==> src/sv/bf2x2_pkg.sv <==
// ----------------------------------------------------------------------------
// bf2x2_pkg
// Shared widths, register indexes and types of the 2x2 RGBA box filter.
// ----------------------------------------------------------------------------
package bf2x2_pkg;

    localparam int PIX_W      = 32;
    localparam int CH_W       = 8;
    localparam int NUM_CH     = PIX_W / CH_W;
    localparam int MAX_WIDTH  = 2048;
    localparam int MAX_HEIGHT = 2048;
    localparam int ADDR_W     = $clog2(MAX_WIDTH);
    localparam int ROW_W      = $clog2(MAX_HEIGHT);
    localparam int DIM_W      = 12;
    localparam int CFG_IDX_W  = 4;

    localparam logic [CFG_IDX_W-1:0] REG_FRAME_WIDTH  = CFG_IDX_W'(0);
    localparam logic [CFG_IDX_W-1:0] REG_FRAME_HEIGHT = CFG_IDX_W'(1);

    // Request to the line store: one write and one read at the same address.
    typedef struct packed {
        logic              en;
        logic [ADDR_W-1:0] addr;
        logic [PIX_W-1:0]  wdata;
    } bf2x2_lb_req_t;

endpackage

==> src/sv/bf2x2_avg4.sv <==
// ----------------------------------------------------------------------------
// bf2x2_avg4
// Per-channel floor average of four RGBA pixels.
// ----------------------------------------------------------------------------
module bf2x2_avg4
    import bf2x2_pkg::*;
(
    input  logic [PIX_W-1:0] pix_a,
    input  logic [PIX_W-1:0] pix_b,
    input  logic [PIX_W-1:0] pix_c,
    input  logic [PIX_W-1:0] pix_d,
    output logic [PIX_W-1:0] pix_avg
);

    localparam int SUM_W = CH_W + 2;

    always_comb begin
        logic [SUM_W-1:0] sum;
        pix_avg = '0;
        for (int i = 0; i < NUM_CH; i++) begin
            sum = SUM_W'(pix_a[i*CH_W +: CH_W]) + SUM_W'(pix_b[i*CH_W +: CH_W])
                + SUM_W'(pix_c[i*CH_W +: CH_W]) + SUM_W'(pix_d[i*CH_W +: CH_W]);
            pix_avg[i*CH_W +: CH_W] = sum[SUM_W-1:2];
        end
    end

endmodule

==> config.mk <==
export PLATFORM = sky130hd
export DESIGN_NAME = bf2x2_avg4
export DESIGN_NICKNAME = d
export VERILOG_FILES = /design/src/sv/bf2x2_pkg.sv /design/src/sv/bf2x2_avg4.sv
export SDC_FILE = /design/constraint.sdc
export NUM_CORES = 1
export LEC_CHECK = 0
export CELL_PAD_IN_SITES_DETAIL_PLACEMENT = 0
export CELL_PAD_IN_SITES_GLOBAL_PLACEMENT = 1
export CORE_ASPECT_RATIO = 0.9
export CORE_UTILIZATION = 47
export DETAILED_ROUTE_END_ITERATION = 7
export DONT_BUFFER_PORTS = 1
export GPL_ROUTABILITY_DRIVEN = 0
export GPL_TIMING_DRIVEN = 0
export PLACE_DENSITY_LB_ADDON = 0.1
export SYNTH_ARGS = -nofsm -noshare
export SYNTH_HDL_FRONTEND = slang
export SYNTH_SLANG_ARGS = --single-unit
==> constraint.sdc <==
create_clock -name vclk -period 3.2
set_input_delay 0.32 -clock vclk [all_inputs]
set_output_delay 0.32 -clock vclk [all_outputs]
set_load 0.01 [all_outputs]
**Word level (Yosys, flattened, before mapping)**

Index checks and enable logic that the tools add are counted.
W data, S select, Z words.

- Memory bits (writable): 0
- Bits in registers: 0
- Memories: 0
- Memory bits (read-only): 0
- Latch bits: 0
- Logic and storage cells: 12

- Muxes and demuxes: 0
- Bitwise logic cells: 0
- Shifts and indexed selects: 0
- Div/mod/pow operators: 0
- Magnitude comparators: 0
- Reduce and logical (&&, ||, !) cells: 0
- Eq/ne operators: 0
- Multipliers: 0
- Add/sub/neg operators: 12

Operator list:

| kind | number |
|---|---|
| $add A10 B8 Y10 | 4 |
| $add A9 B8 Y10 | 4 |
| $add A8 B8 Y9 | 4 |

**Longest topological paths before layout**

- Word-level depth: 3
- Mapped depth: 11

**Worst setup path after synthesis**

No wires, ideal clock.

- Path type: input -> output
- From: input pix_a[25]
- To: output pix_avg[29]
- Stages: 11
- Setup slack: 74 ps
- Data required time: 2880 ps
- Arrival: 2806 ps
- Path buffers: 0
- Cell sequence: inv_1 > fa_1 > inv_1 > fa_1 > nand2_1 > nor2_1 > fa_1 > a211oi_1 > nor2_1 > o31ai_1 > a21boi_0

- Word-level cells in the longest chain between the ends: 3

RTL lines:

| what | line | source |
|---|---|---|
| from (decl) | bf2x2_avg4.sv:8 | `input logic [PIX_W-1:0] pix_a,` |
| $add A8 B8 Y9 | bf2x2_avg4.sv:21 | `sum = SUM_W'(pix_a[i*CH_W +: CH_W]) + SUM_W'(pix_b[i*CH_W +: CH_W])` |
| $add A9 B8 Y10 | bf2x2_avg4.sv:22 | `+ SUM_W'(pix_c[i*CH_W +: CH_W]) + SUM_W'(pix_d[i*CH_W +: CH_W]);` |
| $add A10 B8 Y10 | bf2x2_avg4.sv:22 |  |
| to (decl) | bf2x2_avg4.sv:12 | `output logic [PIX_W-1:0] pix_avg` |

Every way passes these cells.

**Worst setup path in the final report**

- From: input pix_c[2]
- To: output pix_avg[6]

- Word-level cells in the longest chain between the ends: 2

RTL lines:

| what | line | source |
|---|---|---|
| from (decl) | bf2x2_avg4.sv:10 | `input logic [PIX_W-1:0] pix_c,` |
| $add A9 B8 Y10 | bf2x2_avg4.sv:22 |  |
| $add A10 B8 Y10 | bf2x2_avg4.sv:22 |  |

Every way passes these cells.

==> metrics.txt <==
crit path max fanout 4; Slew Viols, Final 0; Hold Violations, Final 0; largest net degree at the start of global routing 10; synthesized area 0.00333 sq mm; post-DR wirelength/cell 11.4 um; vias in the first global route 2,501; die height 81.9 um; crit path time final 3.15 ns; final wirelength 6.09 mm; Least-Margin Pin Slew 0.585 ns; Seq/Total Area, Yosys 0%; Initial Util 49.5%; crit path launch pix_c[2]; Die Span X 90.8 um; num rows 28; post-synthesis instance total 442; worst hold path type primary input to output pin; Power Density 471 mW/mm^2; post-route insts no fill 536; CP Class primary input to output pin; Syn Nets 662; RSZ-0062 raised after global routing yes; Netlist cell types 37; max-cap violations 0; CP Capture Type output pin; top-area cell type share of the netlist area 38.5%; Seq cells 0; Fmax 318 MHz; Core Util, Final 53.7%; core area 0.00673 sq mm; VDD IR-drop max 184 uV; Synth area leaders fa_1 38%, inv_1 21%, ha_1 11%; DR vias 2,645; initial DRC count 45; crit path to pix_avg[6]; P_leak 0.00209 uW; first-pass GRT wire length 10.5 mm; Final setup viols 0; Reg area 0 sq um; fin nets 668; Final Cycle Share 98.3%; PortBufs 0; Via density 4.93; initial antenna violation count 0; fin area 0.00361 sq mm; CP peak stage delay 0.55 ns; total grt overflow 0; CP max-delay cell fa_1; cell mode on critical path fa_1; outcome completed; CP Launch Type primary input; cell with the most instances after synthesis inv_1; Slew headroom 60.4%; total power 1700 uW; YS warnings 0; Post-synth top cells 182 x inv_1, 64 x fa_1, 29 x nor2_1; crit path cell chain inv_8 > fa_1 > fa_1 > inv_2 > ha_4 > and4b_1 > o31a_1 > or4_1 > nand4b_1; Remaining DRCs 0; DP Area 0.00344 sq mm; placed cells 532; Worst EP arrival 2.83 ns; HPWL Detailed 5.69 mm; Filler cells 722; Fin Hold WS 1.03 ns; TritonRoute pass-1 iters 4; remaining antenna violation count 0; layout cell share with drive strength beyond 1 6.73%; gr usage total 16.7%; I/O pin cnt 160; syn avg cell area 7.54 sq um; area added between synthesis and finish 8.34%; # clk buffers 0; Yosys top cell by area fa_1; Req. time, crit path 2.88 ns; ANT cells 0; Die Area 0.00743 sq mm
==> logic make-up (layout without fill, tap and decap cells) <==
| logic type | Yosys count | after routing | share of synthesized area [%] |
|---|---|---|---|
| compound gates | 76 | 76 | 15.1 |
| xor+xnor | 8 | 8 | 2.10 |
| fa+ha+maj | 92 | 92 | 49.0 |
| buf+inv | 186 | 190 | 21.0 |
| mux | 4 | 4 | 1.20 |
| simple gates | 76 | 76 | 11.7 |
==> cells in the final DEF, fill, tap and decap left out, drive strengths merged, types with 7 or more instances in the layout <==
master / netlist / final
fa: 64 / 64
o21a: 8 / 8
nand2: 13 / 13
ha: 28 / 28
o21ai: 16 / 16
nor2: 29 / 29
inv: 182 / 182
a211oi: 7 / 7
a21oi: 17 / 17
buf: 1 / 7
==> per-layer routing <==
metal / global-route usage (%) / part of all wire [%]
met5: 0 / 0
met4: 0.645 / 0.36
met3: 2.59 / 7.0
met2: 32.3 / 48
met1: 20.7 / 44
==> critical path, delay by kind of cell <==
family,cells,cell delay (ns)
buffers and inverters,2,0.11
AOI/OAI and AO/OA,1,0.36
and+or+nand+nor,3,0.85
adders and majority gates,3,1.18
==> layout make-up <==
| type | count | area, sq um | share of cell area [%] |
|---|---|---|---|
| well taps | 90 | 113 | 3.12 |
| repair buffers | 6 | 45.0 | 1.25 |
| plain buffers | 2 | 7.51 | 0.208 |
| multi-input cells | 256 | 2750 | 76.3 |
| inverters | 182 | 691 | 19.1 |
==> metrics by stage <==
| step | TNS (ns) | setup slack, ns |
|---|---|---|
| detailed placement | -0.379 | -0.134 |
| global placement | -0.367 | -0.159 |
| CTS | 0 | 0.00297 |
| floorplan | 0 | 0.0745 |
| global route | -0.109 | -0.0647 |
| finish | 0 | 0.0547 |
==> worst min-delay path by stage <==
stage / end / slack [ns] / depth (start not counted) / start
3_5_place_dp: pix_avg[8] / 1.02 / 3 / pix_d[8]
3_3_place_gp: pix_avg[8] / 1.00 / 3 / pix_d[8]
5_1_grt: pix_avg[16] / 1.05 / 3 / pix_d[16]
6_report: pix_avg[16] / 1.03 / 3 / pix_d[16]
4_1_cts: pix_avg[8] / 1.02 / 3 / pix_d[8]
2_1_floorplan: pix_avg[0] / 0.98 / 3 / pix_d[0]
==> power breakdown <==
group,internal (uW),switching (uW)
logic,703,997
registers,0,0
clock network,0,0
==> what timing repair did <==
| action | 4_1_cts | 5_1_grt |
|---|---|---|
| pin swaps | 6 | 12 |
| gates cloned | 0 | 0 |
| buffers inserted | 2 | 4 |
| endpoints found under the setup margin | 6 | 15 |
| hold buffers | 0 | 0 |
| gates resized for setup | 10 | 25 |
No activity file was read; power rests on OpenSTA's default activity.
